[src/sv/necir_pkg.sv]
`default_nettype none
package necir_pkg;

	localparam int DurW = 16;
	localparam int RegW = 12;
	localparam int CfgIdxW = 2;
	localparam int FrameBits = 32;
	localparam int BitIdxW = $clog2(FrameBits);

	localparam logic [CfgIdxW-1:0] CFG_UNIT_US = 2'd0;
	localparam logic [CfgIdxW-1:0] CFG_MARGIN_US = 2'd1;
	localparam logic [CfgIdxW-1:0] CFG_CHECK_ADDRESS = 2'd2;

	localparam logic [1:0] ST_FRAME = 2'd0;
	localparam logic [1:0] ST_REPEAT = 2'd1;
	localparam logic [1:0] ST_ERROR = 2'd2;

	typedef enum logic [1:0] {
		PH_IDLE,
		PH_HDR_HIGH,
		PH_BIT_LOW,
		PH_BIT_HIGH
	} phase_t;

	typedef struct packed {
		logic req_type;
		logic level;
		logic [DurW-1:0] duration_us;
	} nir_in_t;

	typedef struct packed {
		logic [1:0] status;
		logic [7:0] address;
		logic [7:0] command;
	} nir_out_t;

	// duration matches for each unit multiple the protocol uses
	typedef struct packed {
		logic m16;
		logic m8;
		logic m4;
		logic m3;
		logic m1;
	} nir_match_t;

endpackage
`default_nettype wire

[src/sv/necir_match.sv]
`default_nettype none
module necir_match
	import necir_pkg::*;
(
	input wire logic [DurW-1:0] duration_us,
	input wire logic [RegW-1:0] unit_us,
	input wire logic [RegW-1:0] margin_us,
	output nir_match_t match
);

	logic [DurW:0] d_plus_m;
	logic [DurW:0] e16;
	logic [DurW:0] e8;
	logic [DurW:0] e4;
	logic [DurW:0] e3;
	logic [DurW:0] e1;

	function automatic logic near(input logic [DurW:0] dpm, input logic [DurW:0] dur,
			input logic [DurW:0] expect_us, input logic [DurW:0] marg);
		// expect - m < d < expect + m, kept unsigned by moving m across
		near = (dpm > expect_us) && (dur < expect_us + marg);
	endfunction

	always_comb begin
		e1 = {{(DurW+1-RegW){1'b0}}, unit_us};
		e3 = (e1 << 1) + e1;
		e4 = e1 << 2;
		e8 = e1 << 3;
		e16 = e1 << 4;
		d_plus_m = {1'b0, duration_us} + {{(DurW+1-RegW){1'b0}}, margin_us};
		match.m16 = near(d_plus_m, {1'b0, duration_us}, e16,
			{{(DurW+1-RegW){1'b0}}, margin_us});
		match.m8 = near(d_plus_m, {1'b0, duration_us}, e8,
			{{(DurW+1-RegW){1'b0}}, margin_us});
		match.m4 = near(d_plus_m, {1'b0, duration_us}, e4,
			{{(DurW+1-RegW){1'b0}}, margin_us});
		match.m3 = near(d_plus_m, {1'b0, duration_us}, e3,
			{{(DurW+1-RegW){1'b0}}, margin_us});
		match.m1 = near(d_plus_m, {1'b0, duration_us}, e1,
			{{(DurW+1-RegW){1'b0}}, margin_us});
	end

endmodule
`default_nettype wire

[src/sv/necir_fsm.sv]
`default_nettype none
module necir_fsm
	import necir_pkg::*;
(
	input wire logic clk,
	input wire logic arst_n,
	input wire logic step,
	input wire nir_in_t item,
	input wire nir_match_t match,
	input wire logic check_address,
	output logic res_valid,
	output nir_out_t res
);

	phase_t phase_q, phase_d;
	logic [BitIdxW-1:0] bit_idx_q, bit_idx_d;
	logic [FrameBits-1:0] frame_q, frame_d;
	logic [FrameBits-1:0] frame_new;
	logic is_one;
	logic is_zero;

	always_ff @(posedge clk or negedge arst_n) begin
		if (!arst_n) begin
			phase_q <= PH_IDLE;
			bit_idx_q <= '0;
			frame_q <= '0;
		end else if (step) begin
			phase_q <= phase_d;
			bit_idx_q <= bit_idx_d;
			frame_q <= frame_d;
		end
	end

	always_comb begin
		phase_d = phase_q;
		bit_idx_d = bit_idx_q;
		frame_d = frame_q;
		res_valid = 1'b0;
		res = '{status: ST_ERROR, address: 8'd0, command: 8'd0};
		is_one = item.level && match.m3;
		is_zero = item.level && match.m1;
		frame_new = frame_q | ({{(FrameBits-1){1'b0}}, is_one} << bit_idx_q);
		case (phase_q)
			PH_IDLE: begin
				if (!item.req_type) begin
					if (!item.level && match.m16) begin
						phase_d = PH_HDR_HIGH;
					end else begin
						res_valid = 1'b1;
					end
				end
			end
			PH_HDR_HIGH: begin
				phase_d = PH_IDLE;
				bit_idx_d = '0;
				frame_d = '0;
				if (!item.req_type) begin
					if (item.level && match.m8) begin
						phase_d = PH_BIT_LOW;
					end else begin
						res_valid = 1'b1;
						if (item.level && match.m4) begin
							res.status = ST_REPEAT;
						end
					end
				end
			end
			PH_BIT_LOW: begin
				if (item.req_type || item.level || !match.m1) begin
					res_valid = 1'b1;
				end else begin
					phase_d = PH_BIT_HIGH;
				end
			end
			default: begin
				if (item.req_type || !(is_one || is_zero)) begin
					res_valid = 1'b1;
				end else if (bit_idx_q != BitIdxW'(FrameBits - 1)) begin
					phase_d = PH_BIT_LOW;
					bit_idx_d = bit_idx_q + 1'b1;
					frame_d = frame_new;
				end else begin
					res_valid = 1'b1;
					// command must equal its inverted copy; address only if enabled
					if ((frame_new[23:16] == ~frame_new[31:24]) &&
							(!check_address || (frame_new[7:0] == ~frame_new[15:8]))) begin
						res.status = ST_FRAME;
						res.address = frame_new[7:0];
						res.command = frame_new[23:16];
					end
				end
			end
		endcase
		if (res_valid) begin
			phase_d = PH_IDLE;
			bit_idx_d = '0;
			frame_d = '0;
		end
	end

endmodule
`default_nettype wire

[src/sv/nec_ir_frame_decoder_unit.sv]
// NEC infrared frame decoder.
// Each accepted input beat is held in the input register; any result it closes is then registered on out_data.
// Throughput: one input beat per cycle; classify and decode sit between the input
// register and the result register, so only a stalled result holds the input side.
// Reset: arst_n clears the decoder to idle, drops both valid flags and restores
// unit_us 563, margin_us 583, check_address 0.
`default_nettype none
module nec_ir_frame_decoder_unit
	import necir_pkg::*;
(
	input wire logic clk,
	input wire logic arst_n,
	input wire logic cfg_we,
	input wire logic [CfgIdxW-1:0] cfg_index,
	input wire logic [RegW-1:0] cfg_data,
	input wire logic in_valid,
	output logic in_stall,
	input wire nir_in_t in_data,
	output logic out_valid,
	input wire logic out_stall,
	output nir_out_t out_data
);

	logic [RegW-1:0] unit_q;
	logic [RegW-1:0] margin_q;
	logic chk_addr_q;
	logic valid_s1;
	nir_in_t item_s1;
	logic out_valid_q;
	nir_out_t out_data_q;
	logic advance;
	logic accept;
	nir_match_t match;
	logic res_valid;
	nir_out_t res;

	assign advance = !out_valid_q || !out_stall;
	assign in_stall = valid_s1 && !advance;
	assign accept = in_valid && !in_stall;
	assign out_valid = out_valid_q;
	assign out_data = out_data_q;

	always_ff @(posedge clk or negedge arst_n) begin
		if (!arst_n) begin
			unit_q <= RegW'(563);
			margin_q <= RegW'(583);
			chk_addr_q <= 1'b0;
		end else if (cfg_we) begin
			case (cfg_index)
				CFG_UNIT_US: unit_q <= cfg_data;
				CFG_MARGIN_US: margin_q <= cfg_data;
				CFG_CHECK_ADDRESS: chk_addr_q <= cfg_data[0];
				default: ;
			endcase
		end
	end

	always_ff @(posedge clk or negedge arst_n) begin
		if (!arst_n) begin
			valid_s1 <= 1'b0;
		end else if (accept) begin
			valid_s1 <= 1'b1;
		end else if (advance) begin
			valid_s1 <= 1'b0;
		end
	end

	always_ff @(posedge clk) begin
		if (accept) begin
			item_s1 <= in_data;
		end
	end

	necir_match u_match (
		.duration_us(item_s1.duration_us),
		.unit_us(unit_q),
		.margin_us(margin_q),
		.match(match)
	);

	necir_fsm u_fsm (
		.clk(clk),
		.arst_n(arst_n),
		.step(valid_s1 && advance),
		.item(item_s1),
		.match(match),
		.check_address(chk_addr_q),
		.res_valid(res_valid),
		.res(res)
	);

	always_ff @(posedge clk or negedge arst_n) begin
		if (!arst_n) begin
			out_valid_q <= 1'b0;
		end else if (advance) begin
			out_valid_q <= valid_s1 && res_valid;
		end
	end

	always_ff @(posedge clk) begin
		if (advance && valid_s1 && res_valid) begin
			out_data_q <= res;
		end
	end

endmodule
`default_nettype wire

[config.mk]
export PLATFORM = sky130hd
export DESIGN_NAME = nec_ir_frame_decoder_unit
export DESIGN_NICKNAME = d
export VERILOG_FILES = /design/src/sv/necir_pkg.sv /design/src/sv/necir_match.sv /design/src/sv/necir_fsm.sv /design/src/sv/nec_ir_frame_decoder_unit.sv
export SDC_FILE = /design/constraint.sdc
export NUM_CORES = 1
export LEC_CHECK = 0
export ABC_AREA = 1
export BUFFER_PORTS_ARGS = -buffer_cell sky130_fd_sc_hd__buf_2
export CAP_MARGIN = 30
export CORE_ASPECT_RATIO = 0.75
export CORE_UTILIZATION = 35
export DETAILED_ROUTE_END_ITERATION = 6
export MAX_ROUTING_LAYER = met4
export PLACE_DENSITY = 0.47
export RECOVER_POWER = 25
export SLEW_MARGIN = 15
export SYNTH_ARGS = -nofsm -noshare
export SYNTH_HDL_FRONTEND = slang
export SYNTH_SLANG_ARGS = --single-unit
[constraint.sdc]
create_clock -name clk -period 12 [get_ports clk]
set_input_delay 0.6 -clock clk [delete_from_list [all_inputs] [get_ports clk]]
set_output_delay 0.6 -clock clk [all_outputs]
set_load 0.01 [all_outputs]
=== Word-level counts from Yosys, hierarchy flattened ===
Cells that the tools add are included.

* Register bits after elaboration: 102
* Input bits: 37
* Output and inout bits: 20
* Word-level logic and storage cells: 126

* Add/sub/neg operators: 8
* Magnitude comparators: 10
* Eq/ne operators: 13
* Shift operators: 1
* Muxes and demuxes: 34
* Bitwise operators: 4
* Reductions and logical operators: 42

{| class="wikitable"
|+ Operators with widths
! operator !! number
|-
| two-way mux 32 bit || 3
|-
| less-than comparator 16 x 17 -> 1 bit || 4
|-
| one-hot mux 32 bit (2 select lines) || 1
|-
| two-way mux 18 bit || 3
|-
| adder 16 x 12 -> 17 bit || 2
|-
| bitwise OR 32 bit || 1
|-
| << shifter 1 x 5 -> 32 bit || 1
|-
| two-way mux 2 bit || 11
|-
| adder 17 x 12 -> 17 bit || 1
|-
| greater-than comparator 17 x 12 -> 1 bit || 1
|-
| greater-than comparator 17 x 14 -> 1 bit || 1
|-
| greater-than comparator 17 x 15 -> 1 bit || 1
|-
| greater-than comparator 17 x 16 -> 1 bit || 1
|-
| greater-than comparator 17 bit || 1
|-
| adder 15 x 12 -> 16 bit || 1
|-
| == test 8 bit || 2
|-
| logical AND 1 bit || 16
|-
| less-than comparator 16 x 13 -> 1 bit || 1
|-
| inverter 8 bit || 2
|-
| adder 14 x 12 -> 15 bit || 1
|-
| two-way mux 5 bit || 3
|-
| adder 13 x 12 -> 14 bit || 1
|-
| adder 12 x 12 -> 13 bit || 1
|-
| inequality test 5 bit (second input constant) || 2
|-
| other kinds (23) || 50
|}

=== Depth between registers and ports, before layout ===
Gate-level depths: netlist (run 1).

* Depth after elaboration: 15
* Depth in mapped cells: 38
* Mapped depth without buffers: 38

=== Hierarchy ===
From an unflattened synthesis (run 1), not the netlist that was laid out.

* Cells, all modules: 1595
* Area total of the unflattened synthesis: 11770.0 um^2

{| class="wikitable"
|+ Modules (own cells, without submodules)
! module !! times used !! cells each !! area an instance (um^2) !! sequential area each (um^2)
|-
| necir_match || 1 || 999 || 6587.6 || 0.0
|-
| necir_fsm || 1 || 431 || 2932.8 || 975.9
|-
| nec_ir_frame_decoder_unit || 1 || 165 || 2249.7 || 1769.2
|}

=== Worst setup path before layout (run 1) ===
No wires, ideal clock.

* Path type: register to register
* From: reg unit_q[1]
* To: reg out_data_q, in the netlist out_data[0] (enable)
* Setup time: 0.326 ns
* Arrival: 5.257 ns
* Setup slack: 6.418 ns
* Stages on the path, launching flop included: 30
* Period minus slack after synthesis: 5.582 ns
* Cells stage by stage: dfstp_2 ha_1 inv_1 fa_1 o21ai_0 a21oi_1 o21bai_1 a21oi_1 o21ai_0 a21oi_1 inv_1 a21oi_1 xor2_1 ha_1 a21oi_1 nand2_1 xor2_1 ha_1 a21oi_1 o31a_1 a21oi_1 nor2_2 nand2_1 a21oi_1 nand3_1 nand2_1 inv_1 nand2_1 buf_2 inv_1

* Cells in the longest elaborated chain, start to end: 11
* Elaborated cells between the ends (all ways): 34
* Classes of those cells: add/sub (5); order compare (8); mux (7); reduce/logical (14)

{| class="wikitable"
|+ Ends and longest elaborated chain
! what !! line !! source
|-
| from (decl) || nec_ir_frame_decoder_unit.sv:24 || <nowiki>logic [RegW-1:0] unit_q;</nowiki>
|-
| from (signal assigned) || nec_ir_frame_decoder_unit.sv:45 || <nowiki>unit_q <= RegW'(563);</nowiki>
|-
| from (signal assigned) || nec_ir_frame_decoder_unit.sv:50 || <nowiki>CFG_UNIT_US: unit_q <= cfg_data;</nowiki>
|-
| adder 13 x 12 -> 14 bit || necir_match.sv:26 || <nowiki>e3 = (e1 << 1) + e1;</nowiki>
|-
| adder 17 x 12 -> 17 bit || necir_match.sv:21 || <nowiki>near = (dpm > expect_us) && (dur < expect_us + marg);</nowiki>
|-
| less-than comparator 16 x 17 -> 1 bit || necir_match.sv:21 ||
|-
| logical AND 1 bit || necir_match.sv:21 ||
|-
| logical AND 1 bit || necir_fsm.sv:40 || <nowiki>is_one = item.level && match.m3;</nowiki>
|-
| logical OR 1 bit || necir_fsm.sv:76 || <nowiki>if (item.req_type || !(is_one || is_zero)) begin</nowiki>
|-
| zero test 1 bit || necir_fsm.sv:76 ||
|-
| logical OR 1 bit || necir_fsm.sv:76 ||
|-
| two-way mux 1 bit || necir_fsm.sv:76 ||
|-
| one-hot mux 1 bit (3 select lines) (*) || necir_fsm.sv:43 || <nowiki>case (phase_q)</nowiki>
|-
| logical AND 1 bit (*) || nec_ir_frame_decoder_unit.sv:101 || <nowiki>if (advance && valid_s1 && res_valid) begin</nowiki>
|-
| to (signal assigned) || nec_ir_frame_decoder_unit.sv:102 || <nowiki>out_data_q <= res;</nowiki>
|-
| to (decl) || nec_ir_frame_decoder_unit.sv:30 || <nowiki>nir_out_t out_data_q;</nowiki>
|}

Mark *: on every way between the ends. The rest lies on a longest branch, timed or not.
A chain may end at the register's enable or synchronous reset.

=== Final worst setup path (run 1) ===
* From: reg unit_q[1]
* To: reg out_data_q, in the netlist out_data[16] (enable)

Same word-level chain as after synthesis.

==> out/qor.csv, run 1 <==
stage;metric;value;unit
worst_setup_path;slowest_stage;dfstp_2;
route;via_per_inst;4.96;
route;vias;10345;
sta;fmax;134;MHz
yosys;syn_area_per_cell;7.35;um^2
global_routing;overflow;0;
pwr;pwr-share-clk;0.140;
floorplanning;dieArea;34200;um^2
global_routing;antenna_found_initial;0;
worst_setup_path;crit_path_frequent_cell;a21oi_1;
sta;finalWorstSetupSlack;4510;ps
placed_design;pre_cts_ws;4510;ps
clock_network;numClockSinks;102;
pwr;p_int;0.00108;W
yosys;synth_edf_count;36;
clock_network;ctsResizeCount;0;
route;dr.pass1.iters;5;
yosys;syn_area;11700;um^2
clock_network;clk_pin_slew_worst_paths;80;ps
pwr;p_comb_frac;0.633;
pwr;leakage;6.42;nW
sta;setup_viol;0;
yosys;syn_inst;1593;
clock_network;root_buffer;clkbuf_16;
global_routing;grt_pass1_vias;9713;
yosys;synth-main-ff-cell;dfrtp_1;
clock_network;hold_buffers;0;
cells_and_area;fillCellCount;3514;
global_routing;grt_pass1_wl;53500;um
floorplanning;core_area;32700;um^2
sta;rsz0062_at_grt;false;
clock_network;cts-htree-levels;3;
placed_design;gp_congestion;0.841;
yosys;ys_async_sr_fraction;0.647;
pwr;switching_power;0.00108;W
sta;max_slew.worst_pin.slew;3200;ps
placed_design;dp_cells;2066;
global_routing;track_usage;0.209;
clock_network;cts_tree;yes;
pwr;seq_power_share;0.227;
worst_setup_path;cp.arrival;7500;ps
floorplanning;fp.dieW;213;um
clock_network;post-cts-setup-buffers;0;
route;wire_per_inst;16.0;um
min_path;hold_path_class;in2async;
yosys;synth_nets;1849;
floorplanning;start_util;0.358;
cells_and_area;final_cells;2084;
yosys;ys_ff_latch;102;
route;drcViolationCount;0;
outcome;status;complete, but fails checks;
sta;hold_violations;0;
worst_setup_path;start_kind;flop;
sta;min_period;7490;ps
pwr;peakVddDrop;0.0000807;V
floorplanning;io_pins;57;
worst_setup_path;critPathCaptureType;flop;
yosys;yosys_warnings;0;
cells_and_area;area.growth.synth_to_final;8.96;%
cells_and_area;antenna-diode-count;0;
pwr;swShare;0.500;
route;wirelength;33300;um
worst_setup_path;critPathKind;reg2reg;
cells_and_area;layout.nets;1893;
placed_design;dp_hpwl;26800;um
worst_setup_path;critical_path_required;12020;ps
sta;clock_skew;11.7;ps
clock_network;clock_path_buffers;2;
worst_setup_path;crit_fanout;38;
route;ant_nets;0;
placed_design;place.port_buffers;56;
global_routing;grt_max_degree;67;
run;maxCapViolCount;1;
route;dr.first_iter.drc_count;684;
yosys;netlist-cell-type-count;57;
sta;tns;0;ps
pwr;cellPowerDensity;169;nW/um^2
outcome;failed_checks;capacitance limit, slew limit;
sta;slew_headroom;-1.13;
sta;period_share;0.624;
clock_network;cts_inserted_buffers;9;
cells_and_area;layout-drive-gt1-share;0.0883;
floorplanning;rows;57;
yosys;yosysSeqAreaShare;0.235;
worst_setup_path;cp_slowest_stage_delay;750;ps
sta;drv_slew;56;
clock_network;clk_latency;370;ps
floorplanning;die_y;160;um
-- flip-flops by register name, summed over array words and instances (netlist names) --
register         count
item_s1             18
chk_addr_q           1
out_valid            1
u_fsm.frame_q       32
u_fsm.phase_q        2
margin_q            12
valid_s1             1
out_data            18
u_fsm.bit_idx_q      5
unit_q              12
-- per-stage QoR --
| stage | area [um^2] | utilization | power (W) | hold WS (ps) |
|---|---|---|---|---|
| after detailed placement | 12400 | 0.381 | 0.00186 | 494 |
| final | 12800 | 0.390 | 0.00216 | 286 |
| after CTS | 12700 | 0.390 | 0.00218 | 390 |
| after floorplan | 11700 | - | 0.00150 | 304 |
| after global placement | 12400 | 0.381 | 0.00184 | 489 |
| after global routing | 12800 | 0.390 | 0.00241 | 336 |
-- cells in the final DEF, fill, tap and decap left out, types with 6 or more instances in the layout --
master	n
clkbuf_16	9
xor2_1	49
nor2_4	13
a21oi_1	116
dfrtp_1	56
dfstp_2	10
xnor2_1	26
nand3_1	90
o211ai_1	6
inv_2	9
nand2_1	386
buf_2	51
o21ai_0	61
clkbuf_1	6
a21o_1	9
ha_1	212
inv_1	214
edfxtp_1	36
and2_1	6
nor2_1	124
nand4_1	30
nand2_2	12
nor3_1	19
o21bai_1	14
fa_1	7
-- power by group through the flow --
stage               Sequential (W)  Clock [W]  Combinational, W
global route              0.000498   0.000327           0.00158
CTS                       0.000489   0.000314           0.00137
detailed placement        0.000496          0           0.00136
global placement          0.000497          0           0.00134
finish                    0.000490   0.000302           0.00137
floorplan                 0.000465          0           0.00104
-- synth_stat cells (4+ instances only) --
library cell | n | area share
dfstp_2 | 10 | 0.022
clkbuf_1 | 16 | 0.0051
o211ai_1 | 6 | 0.0038
a21o_1 | 9 | 0.0058
nor2_4 | 13 | 0.013
fa_1 | 7 | 0.012
nor2_1 | 124 | 0.040
buf_1 | 4 | 0.0013
nand2_2 | 12 | 0.0064
dfrtp_1 | 56 | 0.12
nand3_2 | 4 | 0.0034
nand3_1 | 90 | 0.038
inv_1 | 214 | 0.069
ha_1 | 212 | 0.23
buf_2 | 8 | 0.0034
edfxtp_1 | 36 | 0.092
o21bai_1 | 14 | 0.0090
xor2_1 | 49 | 0.037
nor3_1 | 19 | 0.0081
nand2_1 | 386 | 0.12
a211oi_1 | 5 | 0.0032
o21ai_0 | 61 | 0.026
inv_2 | 9 | 0.0029
and2_1 | 6 | 0.0032
nor2_2 | 4 | 0.0021
a21oi_1 | 116 | 0.050
nand3b_1 | 5 | 0.0032
xnor2_1 | 26 | 0.019
nand4_1 | 30 | 0.016
-- path summary, 6_finish.rpt --
| kind | start | endpoint | slack (ps) | cells past startpoint |
|---|---|---|---|---|
| max | unit_q[1] | out_data[16] | 4510 | 29 |
| min | arst_n | u_fsm.frame_q[26] | 290 | 1 |
| max in group asynchronous | arst_n | unit_q[2] | 8220 | 2 |
| max reg2reg | unit_q[1] | out_data[16] | 4510 | 29 |
| min reg2reg | u_fsm.frame_q[13] | u_fsm.frame_q[13] | 510 | 2 |
| min in group clk | in_data[5] | item_s1[5] | 400 | 1 |
-- cell type report --
type	count	area [um^2]	area share
clock buffers	10	239	0.0187
clock inverters	6	56.3	0.00441
inverters	225	845	0.0662
multi-input cells	1236	7970	0.625
flip-flops and latches	102	2750	0.215
well taps	442	553	0.0434
repair buffers	63	343	0.0269
-- logic make-up (layout without fill, tap and decap cells) --
| logic type | after synthesis | after routing | synth area share |
|---|---|---|---|
| compound gates | 232 | 232 | 0.113 |
| xor+xnor | 75 | 75 | 0.0561 |
| fa+ha+maj | 219 | 219 | 0.239 |
| buf+inv | 255 | 304 | 0.0843 |
| flops | 102 | 102 | 0.235 |
| simple gates | 710 | 710 | 0.273 |
-- critical path, delay by kind of cell (launching register included) --
kind | cells | cell delay (ps)
adders and majority gates | 3 | 1140
buffers and inverters | 6 | 1450
AOI/OAI and AO/OA | 12 | 2000
and+or+nand+nor | 6 | 1340
DFF | 1 | 750
xor gates and xnor gates | 2 | 450
-- routing by layer --
layer,track usage,share of wire,vias to the layer above
met5,-,0,-
met4,0.0315,0.0085,0
met3,0.0272,0.052,15
met2,0.262,0.37,195
met1,0.345,0.57,4774
li1,-,-,5361
(Power assumes the default switching activity.)
==> inputs of run 2 (changes only) <==
- clock period: 12 -> 7.1 ns (I/O delays scaled with it)
==> out/qor.csv, run 2 (synthesis results as in run 1) <==
stage;metric;value;unit;change
outcome;status;complete, but fails checks;;
outcome;failed_checks;capacitance limit, slew limit;;
min_path;worstHoldStart;in_data[1];;
route;wire_per_inst;16.7;um;+4.6%
cells_and_area;layout.nets;1906;;+0.69%
sta;tns;0;ps;unchanged
worst_setup_path;critPathKind;reg2reg;;
clock_network;cts_inserted_buffers;9;;unchanged
cells_and_area;largest_reg_flops;32;;unchanged
floorplanning;rows;57;;unchanged
global_routing;antenna_found_initial;0;;unchanged
floorplanning;core_area;32700;um^2;unchanged
worst_setup_path;crit_start;unit_q[0];;
sta;rsz0062_at_grt;false;;
pwr;swShare;0.504;;+0.00442
min_path;hold_path_class;in2reg;;
placed_design;pre_cts_ws;341;ps;-4170 ps
global_routing;busiest_layer;met1;;
placed_design;placed_area;12500;um^2;+0.64%
pwr;switching_power;0.00185;W;+72%
route;ant_nets;0;;unchanged
run;maxCapViolCount;1;;unchanged
cells_and_area;layout-drive-gt1-share;0.0906;;+0.00233
clock_network;clk_latency;380;ps;about the same
route;vias;10502;;+1.5%
clock_network;cts-htree-levels;3;;unchanged
global_routing;track_usage;0.221;;+0.0122
worst_setup_path;start_kind;flop;;
cells_and_area;final_cell_mix;nand2_1 (386), inv_1 (214), ha_1 (212);;
sta;clock_skew;9.17;ps;-2.49 ps
global_routing;grt_pass1_wl;56100;um;+4.9%
sta;min_period;6460;ps;-1030 ps
worst_setup_path;critPathCaptureType;flop;;
sta;period_share;0.910;;+0.286
pwr;p_comb_frac;0.639;;+0.006
worst_setup_path;critical_path_required;7340;ps;-4680 ps
global_routing;overflow;0;;unchanged
cells_and_area;final_common_cell;nand2_1;;
worst_setup_path;crit_fanout;12;;-68%
worst_setup_path;r2r-start;unit_q[0];;
route;wirelength;35000;um;+5.3%
worst_setup_path;crit_buf_inv;3;;-3
pwr;cellPowerDensity;286;nW/um^2;+69%
global_routing;grt_util_met2;0.275;;+0.0127
worst_setup_path;slowest_stage;dfstp_2;;
sta;setup_viol;0;;unchanged
worst_setup_path;cp_slowest_stage_delay;680;ps;-70 ps
floorplanning;io_pins;57;;unchanged
sta;drv_slew;52;;-7.1%
placed_design;gp_congestion;0.870;;+3.5%
route;dr.pass1.iters;5;;unchanged
floorplanning;die_y;160;um;unchanged
global_routing;gr-usage-met3;0.0235;;-0.00372
route;drcViolationCount;0;;unchanged
floorplanning;fp.dieW;213;um;unchanged
cells_and_area;antenna-diode-count;0;;unchanged
clock_network;numClockSinks;102;;unchanged
global_routing;grt_pass1_vias;9826;;+1.2%
sta;whs;147;ps;-140 ps
placed_design;place.port_buffers;56;;unchanged
worst_setup_path;cp.arrival;6700;ps;-800 ps
cells_and_area;registers.top_by_ff_count;u_fsm.frame_q;;
floorplanning;start_util;0.358;;unchanged
sta;finalWorstSetupSlack;641;ps;-3870 ps
pwr;leakage;6.45;nW;+0.50%
pwr;peakVddDrop;0.000164;V;+100%
pwr;seq_power_share;0.222;;-0.005
global_routing;grt_util_met1;0.368;;+0.0231
cells_and_area;final_area;12800;um^2;+0.51%
route;dr.first_iter.drc_count;862;;+26%
pwr;p_int;0.00182;W;+69%
sta;max_slew.worst_pin.slew;3020;ps;-178 ps
clock_network;root_buffer;clkbuf_16;;
placed_design;dp_hpwl;28100;um;+4.9%
route;via_per_inst;5.01;;+0.89%
worst_setup_path;cp_top_family;simple AND/OR/NAND/NOR gates;;
sta;hold_violations;0;;unchanged
clock_network;clock_path_buffers;2;;unchanged
clock_network;clk_pin_slew_worst_paths;80;ps;about the same
floorplanning;dieArea;34200;um^2;unchanged
sta;slew_headroom;-1.01;;+0.119
global_routing;grt_max_degree;52;;-22%
clock_network;cts_tree;yes;;
cells_and_area;area.growth.synth_to_final;9.51;%;
sta;fmax;155;MHz;+16%
pwr;pwr-share-clk;0.138;;-0.002
## run 2: what timing repair did
item	4_1_cts	5_1_grt
endpoints found under the setup margin	0	54
gates resized for setup	0	2
setup buffers	0	6
hold buffers	1	0
endpoints found under the hold margin	13	0
## run 2: per-stage QoR
step,total power [W],std cells,utilization
2_1_floorplan,0.00254,1593,-
3_3_place_gp,0.00313,2073,0.382
3_5_place_dp,0.00318,2074,0.383
4_1_cts,0.00371,2091,0.392
5_1_grt,0.00410,2097,0.392
6_report,0.00367,2097,0.392
## run 2: final timing paths
kind                                     endpoint  slack (ps)  cells past startpoint
worst min-delay path                   item_s1[1]         150                      1
worst min register to register  u_fsm.frame_q[13]         510                      2
min in group asynchronous       u_fsm.frame_q[18]         770                      2
worst max-delay path                  out_data[6]         640                     34
max in group asynchronous             margin_q[3]        2870                      3
worst max register to register        out_data[6]         640                     34
## run 2: area by class of cell
class,count,area [um^2]
fillers,3511,19800
multi-input cells,1236,7980
flip-flops and latches,102,2750
inverters,225,845
well taps,442,553
repair buffers,76,418
clock buffers,10,229
clock inverters,6,51.3
## run 2: routing by layer
metal,wire (um),up-vias
met4,235,0
met3,1720,14
met1,20300,4900
li1,-,5384
met2,12700,204
met5,0,-
## run 2: power by group through the flow
stage	Combinational (W)	Sequential (W)	Clock, W
5_1_grt	0.00272	0.000829	0.000545
2_1_floorplan	0.00175	0.000785	0
3_5_place_dp	0.00235	0.000827	0
4_1_cts	0.00236	0.000815	0.000532
3_3_place_gp	0.00230	0.000827	0
6_report	0.00235	0.000816	0.000507
==> inputs of run 3 (changes only) <==
- MAX_ROUTING_LAYER: met4 -> not set
==> out/qor.csv, run 3 (synthesis results as in run 1) <==
stage;metric;value;unit;change
cells_and_area;layout-drive-gt1-share;0.0859;;-0.00478
floorplanning;core_area;32700;um^2;unchanged
worst_setup_path;crit_start;unit_q[0];;
cells_and_area;final_cell_mix;nand2_1 (386), inv_1 (214), ha_1 (212);;
worst_setup_path;cp.arrival;6650;ps;-50 ps
route;vias;10360;;-1.4%
cells_and_area;final_common_cell;nand2_1;;
worst_setup_path;cp_slowest_stage_delay;710;ps;+30 ps
cells_and_area;postLayoutCoreUtil;0.393;;about the same
global_routing;grt_pass1_vias;9828;;+0.020%
global_routing;antenna_found_initial;1;;+1
floorplanning;start_util;0.358;;unchanged
route;dr.first_iter.drc_count;786;;-8.8%
min_path;whs_path_depth;1;;unchanged
cells_and_area;area.growth.synth_to_final;9.59;%;about the same
sta;clock_skew;14.4;ps;+5.25 ps
cells_and_area;largest_reg_flops;32;;unchanged
floorplanning;fp.dieW;213;um;unchanged
pwr;leakage;6.43;nW;-0.20%
placed_design;dp_hpwl;28400;um;+0.92%
clock_network;ctsResizeCount;0;;unchanged
run;maxCapViolCount;0;;-1
route;wire_per_inst;16.8;um;+0.34%
global_routing;track_usage;0.217;;-0.00418
sta;setup_viol;0;;unchanged
clock_network;cts_tree;yes;;
cells_and_area;layout.nets;1905;;-0.052%
sta;whs;141;ps;-5.88 ps
clock_network;cts-htree-levels;3;;unchanged
clock_network;clk_pin_slew_worst_paths;80;ps;about the same
floorplanning;dieArea;34200;um^2;unchanged
clock_network;numClockSinks;102;;unchanged
cells_and_area;final_cells;2096;;-0.048%
cells_and_area;final_area;12800;um^2;about the same
clock_network;root_buffer;clkbuf_16;;
clock_network;cts_inserted_buffers;9;;unchanged
pwr;peakVddDrop;0.000158;V;-4.0%
worst_setup_path;critPathKind;reg2reg;;
sta;fmax;156;MHz;+0.50%
route;dr.pass1.iters;5;;unchanged
min_path;hold_path_class;in2reg;;
worst_setup_path;start_kind;flop;;
placed_design;gp_congestion;0.853;;-2.0%
worst_setup_path;r2r_cells;35;;+2.9%
clock_network;clk_latency;380;ps;about the same
worst_setup_path;r2r-start;unit_q[0];;
worst_setup_path;critPathCaptureType;flop;;
clock_network;clock_path_buffers;2;;unchanged
worst_setup_path;crit_path_frequent_cell;a21oi_1;;
sta;max_slew.worst_pin.slew;1440;ps;-1570 ps
sta;slew_headroom;0.0377;;+1.05
sta;tns;0;ps;unchanged
worst_setup_path;critical_path_required;7330;ps;about the same
min_path;worstHoldStart;in_data[1];;
worst_setup_path;crit_fanout;16;;+4
route;via_per_inst;4.94;;-1.3%
route;drcViolationCount;0;;unchanged
placed_design;place.port_buffers;56;;unchanged
sta;drv_slew;0;;-100%
sta;min_period;6430;ps;-32.4 ps
pwr;cellPowerDensity;287;nW/um^2;+0.46%
floorplanning;rows;57;;unchanged
floorplanning;die_y;160;um;unchanged
cells_and_area;registers.top_by_ff_count;u_fsm.frame_q;;
placed_design;placed_area;12500;um^2;+0.12%
sta;hold_violations;0;;unchanged
global_routing;grt_pass1_wl;56000;um;-0.27%
floorplanning;io_pins;57;;unchanged
sta;rsz0062_at_grt;false;;
cells_and_area;antenna-diode-count;0;;unchanged
route;wirelength;35200;um;+0.30%
worst_setup_path;slowest_stage;dfstp_2;;
outcome;status;complete, no violations;;
placed_design;dp_cells;2077;;+0.14%
global_routing;overflow;0;;unchanged
global_routing;grt_max_degree;50;;-3.8%
route;ant_nets;0;;unchanged
sta;period_share;0.905;;-0.00456
## run 3: path summary, 6_finish.rpt
path                                      to  slack (ps)
max in group asynchronous       margin_q[11]        4850
setup / recovery                 out_data[3]         670
setup reg to reg                 out_data[3]         670
hold / removal                    item_s1[1]         140
hold reg to reg             u_fsm.frame_q[8]         510
min in group asynchronous  u_fsm.frame_q[26]         850
## run 3: layer usage
| metal | track usage | wire length [um] | up-vias |
|---|---|---|---|
| met4 | 0.0503 | 494 | 0 |
| met5 | 0 | 0 | - |
| met2 | 0.269 | 12400 | 229 |
| li1 | - | - | 5379 |
| met3 | 0.0366 | 1890 | 23 |
| met1 | 0.368 | 20400 | 4729 |
## run 3: what timing repair did
action / CTS / global route
setup endpoints to repair: 0 / 15
endpoints found under the hold margin: 15 / 0
hold buffers: 1 / 0
setup buffers: 0 / 1
## run 3: report_power, final
part	total [W]	switching (W)	internal, W	leakage (nW)
clock	0.000511	0.000266	0.000245	0.140
combinational	0.00236	0.00147	0.000890	5.08
sequential	0.000816	0.000124	0.000692	1.21
total	0.00369	0.00186	0.00183	6.43
## run 3: area by class of cell
| class | instances | area [um^2] |
|---|---|---|
| sequential | 102 | 2750 |
| inverter | 225 | 845 |
| timing repair buffer | 75 | 430 |
| clock buffer | 10 | 229 |
| clock inverter | 6 | 52.6 |
| tap | 442 | 553 |
| multi-input combinational | 1236 | 7970 |
| fill | 3511 | 19800 |
## run 3: stage by stage
| stage | total power (W) | setup WS [ps] |
|---|---|---|
| CTS | 0.00373 | 583 |
| floorplan | 0.00254 | 1520 |
| global route | 0.00411 | 113 |
| detailed placement | 0.00319 | 633 |
| global placement | 0.00315 | 740 |
| finish | 0.00369 | 673 |
## run 3: critical path: cells and delay by family (launching register included)
family                     cells  cell delay (ps)
DFF                            1              710
buffers and inverters          4              470
adders and majority gates      4             1250
AOI/OAI and AO/OA             11             1700
and+or+nand+nor               14             1640
xor gates and xnor gates       2              430
